$ cat config.mk
export PLATFORM = sky130hd
export DESIGN_NAME = sample_adsr_envelope_unit
export DESIGN_NICKNAME = d
export VERILOG_FILES = /design/src/design/sae_pkg.sv /design/src/design/sae_ctrl.sv /design/src/design/sae_dp.sv /design/src/design/sample_adsr_envelope_unit.sv
export SDC_FILE = /design/constraint.sdc
export NUM_CORES = 1
export LEC_CHECK = 0
export BUFFER_PORTS_ARGS = -buffer_cell sky130_fd_sc_hd__buf_2
export CAP_MARGIN = 5
export CORE_ASPECT_RATIO = 0.7
export CORE_MARGIN = 4
export CORE_UTILIZATION = 53
export DETAILED_ROUTE_END_ITERATION = 8
export PLACE_DENSITY = 0.78
export SYNTH_ARGS = -nofsm -noshare
export SYNTH_HDL_FRONTEND = slang
export SYNTH_HIERARCHICAL = 1
export SYNTH_SLANG_ARGS = --single-unit
$ cat constraint.sdc
create_clock -name clk -period 5.3 [get_ports clk]
set_input_delay 0.265 -clock clk [delete_from_list [all_inputs] [get_ports clk]]
set_output_delay 0.265 -clock clk [all_outputs]
set_load 0.005 [all_outputs]
$ cat src/design/sae_pkg.sv
// ----------------------------------------------------------------------------
// sae_pkg: shared types for the sampled voice envelope unit
// Op codes, stage codes, beat widths and the controller/datapath link.
// ----------------------------------------------------------------------------
`timescale 1ns / 1ps
`default_nettype none

package sae_pkg;

  // beat widths
  localparam int IN_DATA_W  = 72;
  localparam int IN_USER_W  = 2;
  localparam int OUT_DATA_W = 32;

  // top of the envelope range
  localparam logic [7:0] ENV_MAX = 8'd255;

  // op carried on the input tuser
  typedef enum logic [1:0] {
    OP_TICK    = 2'd0,
    OP_NOTE_ON = 2'd1,
    OP_RELEASE = 2'd2,
    OP_PAN     = 2'd3
  } op_t;

  // voice stage
  typedef enum logic [2:0] {
    ST_OFF     = 3'd0,
    ST_PEND    = 3'd1,
    ST_ATTACK  = 3'd2,
    ST_DECAY   = 3'd3,
    ST_SUSTAIN = 3'd4,
    ST_ECHO    = 3'd5
  } stage_t;

  // commands from controller to datapath
  typedef struct packed {
    logic accept;     // beat taken: apply op, or start rate multiply on tick
    logic step;       // advance the envelope stage
    logic lvl_left;   // multiply left volume by envelope
    logic lvl_right;  // store left level, multiply right volume
    logic lvl_write;  // store right level
    logic out_load;   // capture result into output register
  } sae_cmd_t;

  // status from datapath to controller
  typedef struct packed {
    logic is_tick;     // op on the input beat is a tick
    logic need_levels; // stage step ends with a level update
    logic out_busy;    // output register holds a beat not yet taken
  } sae_status_t;

endpackage

`default_nettype wire

$ cat src/design/sae_ctrl.sv
// ----------------------------------------------------------------------------
// sae_ctrl: sequencer for the envelope unit
// Walks each accepted beat to output; a tick goes first through stage step and, if needed, level multiplies.
// ----------------------------------------------------------------------------
`timescale 1ns / 1ps
`default_nettype none

module sae_ctrl
  import sae_pkg::*;
(
  input  wire logic        clk,
  input  wire logic        rst,
  input  wire logic        in_valid,
  output logic             in_ready,
  input  wire sae_status_t status,
  output sae_cmd_t         cmd
);

  typedef enum logic [2:0] {
    S_IDLE,
    S_STEP,
    S_LVL_L,
    S_LVL_R,
    S_LVL_W,
    S_OUT
  } state_t;

  state_t state;
  state_t state_next;

  // ready only between items
  assign in_ready = (state == S_IDLE);

  // command decode and next state
  always_comb begin
    cmd        = '0;
    state_next = state;
    unique case (state)
      S_IDLE: begin
        if (in_valid) begin
          cmd.accept = 1'b1;
          state_next = status.is_tick ? S_STEP : S_OUT;
        end
      end
      S_STEP: begin
        cmd.step   = 1'b1;
        state_next = status.need_levels ? S_LVL_L : S_OUT;
      end
      S_LVL_L: begin
        cmd.lvl_left = 1'b1;
        state_next   = S_LVL_R;
      end
      S_LVL_R: begin
        cmd.lvl_right = 1'b1;
        state_next    = S_LVL_W;
      end
      S_LVL_W: begin
        cmd.lvl_write = 1'b1;
        state_next    = S_OUT;
      end
      S_OUT: begin
        if (!status.out_busy) begin
          cmd.out_load = 1'b1;
          state_next   = S_IDLE;
        end
      end
      default: state_next = S_IDLE;
    endcase
  end

  // state register
  always_ff @(posedge clk) begin
    if (rst) begin
      state <= S_IDLE;
    end else begin
      state <= state_next;
    end
  end

  // one item in flight at a time
  a_one_item: assert property (@(posedge clk) disable iff (rst)
    (in_valid && in_ready) |=> !in_ready)
    else $error("beat accepted while an item is in flight");

  // non-tick ops go straight to the output step
  a_op_to_out: assert property (@(posedge clk) disable iff (rst)
    (in_valid && in_ready && !status.is_tick) |=> (state == S_OUT))
    else $error("non-tick op did not go to output");

  // right level store follows the right multiply
  a_lvl_order: assert property (@(posedge clk) disable iff (rst)
    cmd.lvl_write |-> $past(cmd.lvl_right))
    else $error("right level stored without its multiply");

endmodule

`default_nettype wire

$ cat src/design/sae_dp.sv
// ----------------------------------------------------------------------------
// sae_dp: envelope datapath
// Voice state, note parameters, shared 8x8 multiplier and output register.
// ----------------------------------------------------------------------------
`timescale 1ns / 1ps
`default_nettype none

module sae_dp
  import sae_pkg::*;
(
  input  wire logic                  clk,
  input  wire logic                  rst,
  input  wire logic [IN_DATA_W-1:0]  in_data,
  input  wire logic [IN_USER_W-1:0]  in_user,
  input  wire sae_cmd_t              cmd,
  output sae_status_t                status,
  input  wire logic                  out_ready,
  output logic                       out_valid,
  output logic [OUT_DATA_W-1:0]      out_data
);

  // voice state
  stage_t     stage;
  logic       stop_mark;
  logic [7:0] envelope;
  logic [7:0] echo_left;
  logic [7:0] left_level;
  logic [7:0] right_level;

  // latched note parameters and pan
  logic [7:0] attack_rate;
  logic [7:0] decay_rate;
  logic [7:0] sustain_level;
  logic [7:0] release_rate;
  logic [7:0] echo_level;
  logic       wave_present;
  logic [7:0] left_volume;
  logic [7:0] right_volume;

  // shared multiplier
  logic [7:0]  mul_a;
  logic [7:0]  mul_b;
  logic [15:0] product;
  logic [7:0]  mul_res;

  // tick step results
  stage_t     tk_stage;
  logic       tk_stop;
  logic [7:0] tk_env;
  logic [7:0] tk_echo;
  logic       tk_levels;
  logic [7:0] env_base;
  logic [8:0] att_sum;

  op_t op;

  assign op      = op_t'(in_user);
  assign mul_res = product[15:8];

  // envelope base: a pending start begins from zero
  assign env_base = (stage == ST_PEND) ? 8'd0 : envelope;
  assign att_sum  = {1'b0, env_base} + {1'b0, attack_rate};

  // multiplier operand select
  always_comb begin
    mul_a = env_base;
    mul_b = stop_mark ? release_rate : decay_rate;
    if (cmd.lvl_left) begin
      mul_a = left_volume;
      mul_b = envelope;
    end else if (cmd.lvl_right) begin
      mul_a = right_volume;
      mul_b = envelope;
    end
  end

  // stage step for one tick, rate product already in place
  always_comb begin
    tk_stage  = stage;
    tk_stop   = stop_mark;
    tk_env    = envelope;
    tk_echo   = echo_left;
    tk_levels = 1'b0;
    if (stage == ST_OFF) begin
      tk_levels = 1'b0;
    end else if (stage == ST_ECHO) begin
      // count down the echo, off when it runs out
      if (echo_left == 8'd0) begin
        tk_stage = ST_OFF;
        tk_stop  = 1'b0;
      end else begin
        tk_echo = echo_left - 8'd1;
        if (echo_left == 8'd1) begin
          tk_stage = ST_OFF;
          tk_stop  = 1'b0;
        end
      end
    end else if (stage == ST_PEND && (stop_mark || !wave_present)) begin
      tk_stage = ST_OFF;
      tk_stop  = 1'b0;
    end else begin
      if (stage == ST_PEND) begin
        tk_stage = ST_ATTACK;
      end
      tk_env    = env_base;
      tk_levels = 1'b1;
      if (stop_mark) begin
        // release toward the echo level
        if (mul_res <= echo_level) begin
          tk_levels = 1'b0;
          tk_env    = echo_level;
          tk_stop   = 1'b0;
          if (echo_level != 8'd0 && echo_left != 8'd0) begin
            tk_stage = ST_ECHO;
          end else begin
            tk_stage = ST_OFF;
          end
        end else begin
          tk_env = mul_res;
        end
      end else if (stage == ST_ATTACK || stage == ST_PEND) begin
        // additive attack, saturating into decay
        if (att_sum >= {1'b0, ENV_MAX}) begin
          tk_env   = ENV_MAX;
          tk_stage = ST_DECAY;
        end else begin
          tk_env = att_sum[7:0];
        end
      end else if (stage == ST_DECAY) begin
        // multiplicative decay down to sustain
        if (mul_res <= sustain_level) begin
          if (sustain_level == 8'd0) begin
            tk_levels = 1'b0;
            tk_env    = echo_level;
            tk_stop   = 1'b0;
            if (echo_level != 8'd0 && echo_left != 8'd0) begin
              tk_stage = ST_ECHO;
            end else begin
              tk_stage = ST_OFF;
            end
          end else begin
            tk_env   = sustain_level;
            tk_stage = ST_SUSTAIN;
          end
        end else begin
          tk_env = mul_res;
        end
      end
    end
  end

  // status to controller
  assign status.is_tick     = (op == OP_TICK);
  assign status.need_levels = tk_levels;
  assign status.out_busy    = out_valid && !out_ready;

  // multiplier product register
  always_ff @(posedge clk) begin
    if ((cmd.accept && op == OP_TICK) || cmd.lvl_left || cmd.lvl_right) begin
      product <= mul_a * mul_b;
    end
  end

  // voice state and parameter registers
  always_ff @(posedge clk) begin
    if (rst) begin
      stage         <= ST_OFF;
      stop_mark     <= 1'b0;
      envelope      <= 8'd0;
      echo_left     <= 8'd0;
      left_level    <= 8'd0;
      right_level   <= 8'd0;
      attack_rate   <= 8'd0;
      decay_rate    <= 8'd0;
      sustain_level <= 8'd0;
      release_rate  <= 8'd0;
      echo_level    <= 8'd0;
      wave_present  <= 1'b0;
      left_volume   <= 8'd0;
      right_volume  <= 8'd0;
    end else begin
      if (cmd.accept) begin
        unique case (op)
          OP_TICK: begin
          end
          OP_NOTE_ON: begin
            attack_rate   <= in_data[7:0];
            decay_rate    <= in_data[15:8];
            sustain_level <= in_data[23:16];
            release_rate  <= in_data[31:24];
            echo_level    <= in_data[39:32];
            echo_left     <= in_data[47:40];
            wave_present  <= in_data[48];
            left_volume   <= in_data[56:49];
            right_volume  <= in_data[64:57];
            stop_mark     <= 1'b0;
            stage         <= ST_PEND;
          end
          OP_RELEASE: begin
            if (stage != ST_OFF) begin
              stop_mark <= 1'b1;
            end
          end
          OP_PAN: begin
            left_volume  <= in_data[56:49];
            right_volume <= in_data[64:57];
          end
          default: begin
          end
        endcase
      end
      if (cmd.step) begin
        stage     <= tk_stage;
        stop_mark <= tk_stop;
        envelope  <= tk_env;
        echo_left <= tk_echo;
      end
      if (cmd.lvl_right) begin
        left_level <= mul_res;
      end
      if (cmd.lvl_write) begin
        right_level <= mul_res;
      end
    end
  end

  // output register
  always_ff @(posedge clk) begin
    if (rst) begin
      out_valid <= 1'b0;
    end else if (cmd.out_load) begin
      out_valid <= 1'b1;
    end else if (out_ready) begin
      out_valid <= 1'b0;
    end
  end

  always_ff @(posedge clk) begin
    if (cmd.out_load) begin
      out_data <= {3'd0, right_level, left_level, envelope, stop_mark,
                   stage, (stage != ST_OFF)};
    end
  end

  // echo stage always has ticks left
  a_echo_count: assert property (@(posedge clk) disable iff (rst)
    (stage == ST_ECHO) |-> (echo_left != 8'd0))
    else $error("echo stage with empty count");

  // a waiting beat is never overwritten
  a_no_overrun: assert property (@(posedge clk) disable iff (rst)
    (out_valid && !out_ready) |-> !cmd.out_load)
    else $error("output register overwritten before it was taken");

endmodule

`default_nettype wire

$ cat src/design/sample_adsr_envelope_unit.sv
// ----------------------------------------------------------------------------
// sample_adsr_envelope_unit: envelope generator for one sampled voice
// Controller and datapath for attack, decay, sustain, release and echo.
// ----------------------------------------------------------------------------
// Usage:
//   Input stream s_axis_*: tuser carries the op (tick, note_on, release,
//   set pan), tdata the note fields. Every accepted beat gives exactly one
//   output beat on m_axis_* with the voice state after the op.
//   Sequence: a non-tick op goes from accept straight to the output step;
//   a tick passes the stage step and, when it updates the pan levels, the
//   level multiplies, in turn on the single shared 8x8 multiplier for the
//   rate, left and right products. One item at a time; the next beat is
//   taken the cycle after the output register is loaded.
//   Reset (rst, synchronous): voice off, envelope, levels and note fields
//   cleared, no output beat pending.
//   Stall: the output register holds a beat until m_axis_tready; a new
//   input beat is accepted meanwhile, and its result waits until the
//   register is free.
// ----------------------------------------------------------------------------
`timescale 1ns / 1ps
`default_nettype none

module sample_adsr_envelope_unit
  import sae_pkg::*;
(
  input  wire logic                  clk,
  input  wire logic                  rst,
  input  wire logic                  s_axis_tvalid,
  output logic                       s_axis_tready,
  // attack_rate, decay_rate, sustain_level, release_rate, echo_level,
  // echo_ticks, wave_present, left_volume, right_volume, zero pad
  input  wire logic [IN_DATA_W-1:0]  s_axis_tdata,
  // op
  input  wire logic [IN_USER_W-1:0]  s_axis_tuser,
  output logic                       m_axis_tvalid,
  input  wire logic                  m_axis_tready,
  // active, stage, releasing, envelope_level, left_level, right_level,
  // zero pad
  output logic [OUT_DATA_W-1:0]      m_axis_tdata
);

  sae_cmd_t    cmd;
  sae_status_t status;

  // sequencer
  sae_ctrl u_ctrl (
    .clk      (clk),
    .rst      (rst),
    .in_valid (s_axis_tvalid),
    .in_ready (s_axis_tready),
    .status   (status),
    .cmd      (cmd)
  );

  // envelope datapath
  sae_dp u_dp (
    .clk       (clk),
    .rst       (rst),
    .in_data   (s_axis_tdata),
    .in_user   (s_axis_tuser),
    .cmd       (cmd),
    .status    (status),
    .out_ready (m_axis_tready),
    .out_valid (m_axis_tvalid),
    .out_data  (m_axis_tdata)
  );

endmodule

`default_nettype wire
# Yosys cells after proc, flatten, opt, wreduce, memory -nomap -nowiden
# Index checks and enable logic that the tools add are counted.
# W data, S select, Z words.
[word_totals] ff_bits=142
[op_classes] add_sub_neg=2 n_mul=1 n_lt_le_gt_ge=3 n_eq_ne=20 mux=70 bitwise=3 n_reduce_logical=30
[ops] cell="$mux W8" count=19
[ops] cell="$mux W3" count=21
[ops] cell="$mux W1" count=28
[ops] cell="$pmux W3 S6" count=1
[ops] cell="$le A8 B8 Y1" count=2
[ops] cell="$logic_not A8 Y1" count=2
[ops] cell="$mul A8 B8 Y16" count=1
[ops] cell="$reduce_bool A8 Y1" count=2
[ops] cell="$eq A3 B2 Y1 const B" count=4
[ops] cell="$reduce_and A5 Y1" count=2
[ops] cell="$add A8 B8 Y9" count=1
[ops] cell="$eq A3 B3 Y1 const B" count=3
[ops] cell="$ge A9 B8 Y1 const B" count=1
[ops] cell="$eq A8 B1 Y1 const B" count=1
[ops] cell="$ne A2 B2 Y1 const B" count=4
[ops] cell="$reduce_and A4 Y1" count=2
[ops] cell="$sub A8 B1 Y8 const B" count=1
[ops] cell="$eq A3 B1 Y1 const B" count=2
[ops] cell="$logic_not A3 Y1" count=2
[ops] cell="$reduce_and A2 Y1" count=3
[ops] cell="$reduce_bool A2 Y1" count=3
[ops] cell="$reduce_bool A3 Y1" count=2
[ops] cell="$eq A2 B2 Y1 const B" count=2
[ops] cell="$logic_and A1 B1 Y1" count=4
[ops] cell="10 further kinds" count=16

# Longest topological paths before layout
[logic_depth] depth_word=12 mapped_depth=25

# Modules after synthesis
# Netlist, hierarchy kept.
[by_module_without_submodules] module="sae_dp" instances=1 cells_each=974 area_per_inst_um2=8375.5 seq_area_each_um2=2992.9
[by_module_without_submodules] module="sae_ctrl" instances=1 cells_each=30 area_per_inst_um2=269.0 seq_area_each_um2=60.1

# Worst setup path after synthesis
# Ideal clock, no wire load.
[synth_timing] path_kind="flip-flop to flip-flop" startpoint="register u_ctrl.state[0]" endpoint="register u_dp.product[14] (data pin)" setup_time_ns=0.258 t_arrival_ns=5.272 path_slack_ns=-0.230 path_stages_with_launch=24 period_less_slack_ns=5.530 cell_sequence="dfxtp_1 > buf_4 > and3b_1 > buf_2 > clkbuf_1 > nor2_1 > a21oi_1 > nor2_1 > a21oi_1 > nor2_1 > fa_1 > inv_1 > fa_1 > inv_1 > fa_1 > fa_1 > ha_1 > nor4_1 > nor2_1 > o21ai_1 > o211ai_2 > a211o_1 > a21oi_2 > xnor2_1"
[synth_lines] item="from (decl)" line="sae_ctrl.sv:28" text="state_t state;"
[synth_lines] item="from (signal assigned)" line="sae_ctrl.sv:76" text="state <= state_next;"
[synth_lines] item="to (signal assigned)" line="sae_dp.sv:160" text="product <= mul_a * mul_b;"
[synth_lines] item="to (decl)" line="sae_dp.sv:43" text="logic [15:0] product;"

# Worst setup path after layout
[layout_timing] startpoint="register u_dp.stage[2]" endpoint="register u_dp.product[15] (data pin)"
[layout_between] elab_chain_len=5
[layout_rtl] item="from (decl)" line="sae_dp.sv:23" text="stage_t stage;"
[layout_rtl] item="from (signal assigned)" line="sae_dp.sv:213" text="stage <= tk_stage;"
[layout_rtl] item="$eq A3 B1 Y1" line="sae_dp.sv:61" text="assign env_base = (stage == ST_PEND) ? 8'd0 : envelope;"
[layout_rtl] item="$mux W8" line="sae_dp.sv:61"
[layout_rtl] item="$mux W8" line="sae_dp.sv:71" text="end else if (cmd.lvl_right) begin"
[layout_rtl] item="$mux W8" line="sae_dp.sv:68" text="if (cmd.lvl_left) begin"
[layout_rtl] item="$mul A8 B8 Y16" line="sae_dp.sv:160"
# No other way between the ends.
# A chain may end at the register's enable or synchronous reset.

==> flow_summary.json <==
{
  "status": "finished, final reports clean",
  "root_buffer": "clkbuf_16",
  "synth_top_area_cell": "dfxtp_1",
  "peakVddDrop_v": 0.0001626,
  "antenna_found_initial": 0,
  "gp_congestion": 0.9530,
  "p_total_mw": 2.752,
  "synth_area_mm2": 0.008645,
  "fmax_mhz": 189.3,
  "ys_types": 75,
  "drc": 0,
  "slowest_delay_ps": 530,
  "worstMarginPinSlew_ps": 1111,
  "hold_class": "in -> reg",
  "wl_mm": 24.66,
  "area_growth_pct": 25.50,
  "clkTransAtPathRegs_ps": 70,
  "synth_cells": 1004,
  "die_area_mm2": 0.01845,
  "holdWs_ps": 67.13,
  "holdBufCountCts": 0,
  "portBuffers": 101,
  "io_pins": 112,
  "detailed_place_hpwl_mm": 17.32,
  "path_depth": 22,
  "crit_type": "reg -> reg",
  "clkSinkCount": 134,
  "ys_warn_count": 6,
  "min_period_over_period_pct": 99.69,
  "diodes": 0,
  "slew_headroom_pct": 25.92,
  "final_design_area_no_fill_mm2": 0.01085,
  "core_area_mm2": 0.01574,
  "grt_max_degree": 60,
  "avgSynthCellArea_um2": 8.610,
  "dpl_cell_area_mm2": 0.009701,
  "grt_pass1_vias": 7020,
  "fin_nets": 1334,
  "max_cap_violations": 0,
  "synth-edff-count": 37,
  "ys_seq_elements": 134,
  "min_from": "s_axis_tdata[9]",
  "finalSetupViolations": 0,
  "timing.rr.end": "u_dp/product[15]",
  "post-place-cells": 1335,
  "worstPathCellList": "or3b_4 > buf_4 > nand2_1 > nor2_1 > a21oi_1 > nor2_1 > a21oi_2 > nor2_1 > fa_1 > inv_1 > fa_1 > fa_1 > inv_1 > fa_1 > ha_4 > nand2_1 > o21bai_2 > o211ai_4 > buf_6 > nand2_1 > a31o_1 > xnor2_1",
  "r2r_setup_slack_ps": 20,
  "cp-end-kind": "register",
  "critical-path-top-delay-family": "adder cells",
  "async_flop_share_pct": 0,
  "initial_core_util_pct": 54.93,
  "cp_max_fo": 7,
  "grt_pass1_wl_mm": 36.45,
  "fin_cells": 1393,
  "drive_gt1_share_pct": 25.32,
  "cp_common_cell": "fa_1",
  "wl_per_cell_um": 17.71,
  "hold_violations": 0,
  "cts_tree": "done",
  "skew_ps": 10.01,
  "h-tree-depth": 4,
  "num_rows": 38,
  "synth_top_area_share_pct": 22.46,
  "p_per_area_mw_per_mm2": 253.6,
  "layout_min_cycle_time_ps": 5284,
  "leakagePower_nw": 4.572,
  "utilization_pct": 68.94,
  "worstRegToRegCells": 22,
  "holdPathEnd": "u_dp/decay_rate[1]",
  "die_x_um": 160.6,
  "met1_usage_pct": 35.98,
  "maxSlewViolCount": 0,
  "cts_made_buffers": 17,
  "grt_usage_pct": 25.11,
  "clk_latency_ps": 430,
  "setup_slack_ps": 16.37,
  "cp.arrival_ps": 5470,
  "rsz0062_at_grt": "true",
  "place_ws_ps": -15.29,
  "grt_util_met3_pct": 7.668,
  "seq_area_frac_synth_pct": 35.32,
  "viasPerCell": 5.708,
  "timing.rr.start": "u_dp/stage[2]",
  "overflow": 0,
  "ant_nets": 0,
  "finalSetupTns_ps": 0,
  "drtIter0Drc": 931,
  "cp_num_buf_inv": 4,
  "whs_path_depth": 3,
  "fp.dieH_um": 114.9,
  "clock_path_buffers": 2,
  "grt_use_met2_pct": 35.67,
  "drt_pre_antenna_iters": 5,
  "grt.busiest_layer": "met1",
  "ys.flop_type": "dfxtp_1",
  "synth_area_leaders": "dfxtp_1 22%, edfxtp_1 13%, ha_1 8.5%",
  "worst_path_max_delay_cell": "fa_1",
  "required_ps": 5480,
  "vias": 7951,
  "crit_path_start_kind": "register"
}
cell usage in the layout (no fill, tap or decap), types with 11 or more instances in the layout:
master     instances
nand3_1           14
nand2_1          152
nor3_1            17
ha_1              53
mux2i_1           32
a211oi_1          13
dfxtp_1           91
buf_2            101
inv_2             11
a21oi_1          112
buf_4             70
clkbuf_16         19
fa_1              34
inv_1             67
nand2b_1          11
edfxtp_1          37
a21oi_2           12
nor2_1            94
synth_stat cells, drive strengths merged, types with 4 or more instances:
cell type	count
a211oi	17
a21o	10
a21oi	125
a2bb2oi	4
and2	7
buf	20
clkbuf	28
dfxtp	97
edfxtp	37
fa	36
ha	59
inv	78
mux2i	32
nand2	156
nand2b	12
nand3	14
nand4	4
nor2	105
nor2b	9
nor3	18
nor3b	5
nor4	4
o211ai	4
o21a	7
o21ai	21
o21bai	6
o221ai	7
o22ai	6
or2	10
xnor2	8
xor2	7
report_power, final:
group | total, mW | switching [mW] | leakage [nW] | internal (mW)
sequential | 1.14 | 0.0372 | 1.14 | 1.10
clock | 1.20 | 0.499 | 0.287 | 0.704
combinational | 0.407 | 0.244 | 3.15 | 0.163
total | 2.75 | 0.780 | 4.57 | 1.97
kinds of logic (layout without fill, tap and decap cells):
group           count (synthesis)  in the layout  synth area share (%)
simple gates                  361            361                 19.11
compound gates                237            237                 17.20
flops                         134            134                 35.32
buf+inv                       127            294                 5.978
fa+ha+maj                      95             95                 16.88
mux                            34             34                 3.966
xor+xnor                       15             15                 1.520
other cells                     1              3               0.04338
registers in the layout, summed over array words and instances (netlist names):
signal and flops:
u_dp/stage 3, u_dp/product 8, u_dp/echo_left 8, u_dp/release_rate 8
u_dp/out_valid 1, u_dp/left_volume 8, u_dp/out_data 29, u_dp/right_level 8
u_dp/envelope 8, u_ctrl/state 3, u_dp/right_volume 8, u_dp/decay_rate 8
u_dp/sustain_level 8, u_dp/echo_level 8, u_dp/attack_rate 8, u_dp/stop_mark 1
u_dp/wave_present 1, u_dp/left_level 8
worst max-delay path by stage:
stage / start / to
floorplan: u_ctrl/state[2] / u_dp/product[14]
detailed placement: u_ctrl/state[2] / u_dp/product[14]
global route: u_ctrl/state[1] / u_dp/product[14]
finish: u_dp/stage[2] / u_dp/product[15]
global placement: u_dp/stage[1] / u_dp/product[14]
CTS: u_ctrl/state[2] / u_dp/product[14]
cell type report:
cell class / count / area [um2]
clock buffers: 17 / 425.4
clock inverters: 14 / 163.9
fillers: 1201 / 4888
inverters: 79 / 296.5
multi-input cells: 745 / 5383
flip-flops and latches: 134 / 3063
well taps: 220 / 275.3
repair buffers: 184 / 1242
worst reg2reg max path, cell delays in order, from the launching register on:
cell	delay, ps
dfxtp_2	320
or3b_4	470
buf_4	200
nand2_1	90
nor2_1	50
a21oi_1	170
nor2_1	80
a21oi_2	160
nor2_1	100
fa_1	520
inv_1	70
fa_1	530
fa_1	500
inv_1	50
fa_1	480
ha_4	290
nand2_1	60
o21bai_2	210
o211ai_4	200
buf_6	120
nand2_1	50
a31o_1	200
xnor2_1	120
repair_timing:
action,4_1_cts,5_1_grt
setup endpoints to repair,2,6
setup buffers,1,25
gates resized for setup,8,69
cloned,0,2
pin swaps,0,50
per-layer routing:
metal,routed length [um],share of wire [%]
met1,10850,44
met2,10540,43
met3,2568,10
met4,713,2.9
met5,0,0
Note: power is estimated with default switching activity, not from simulation.
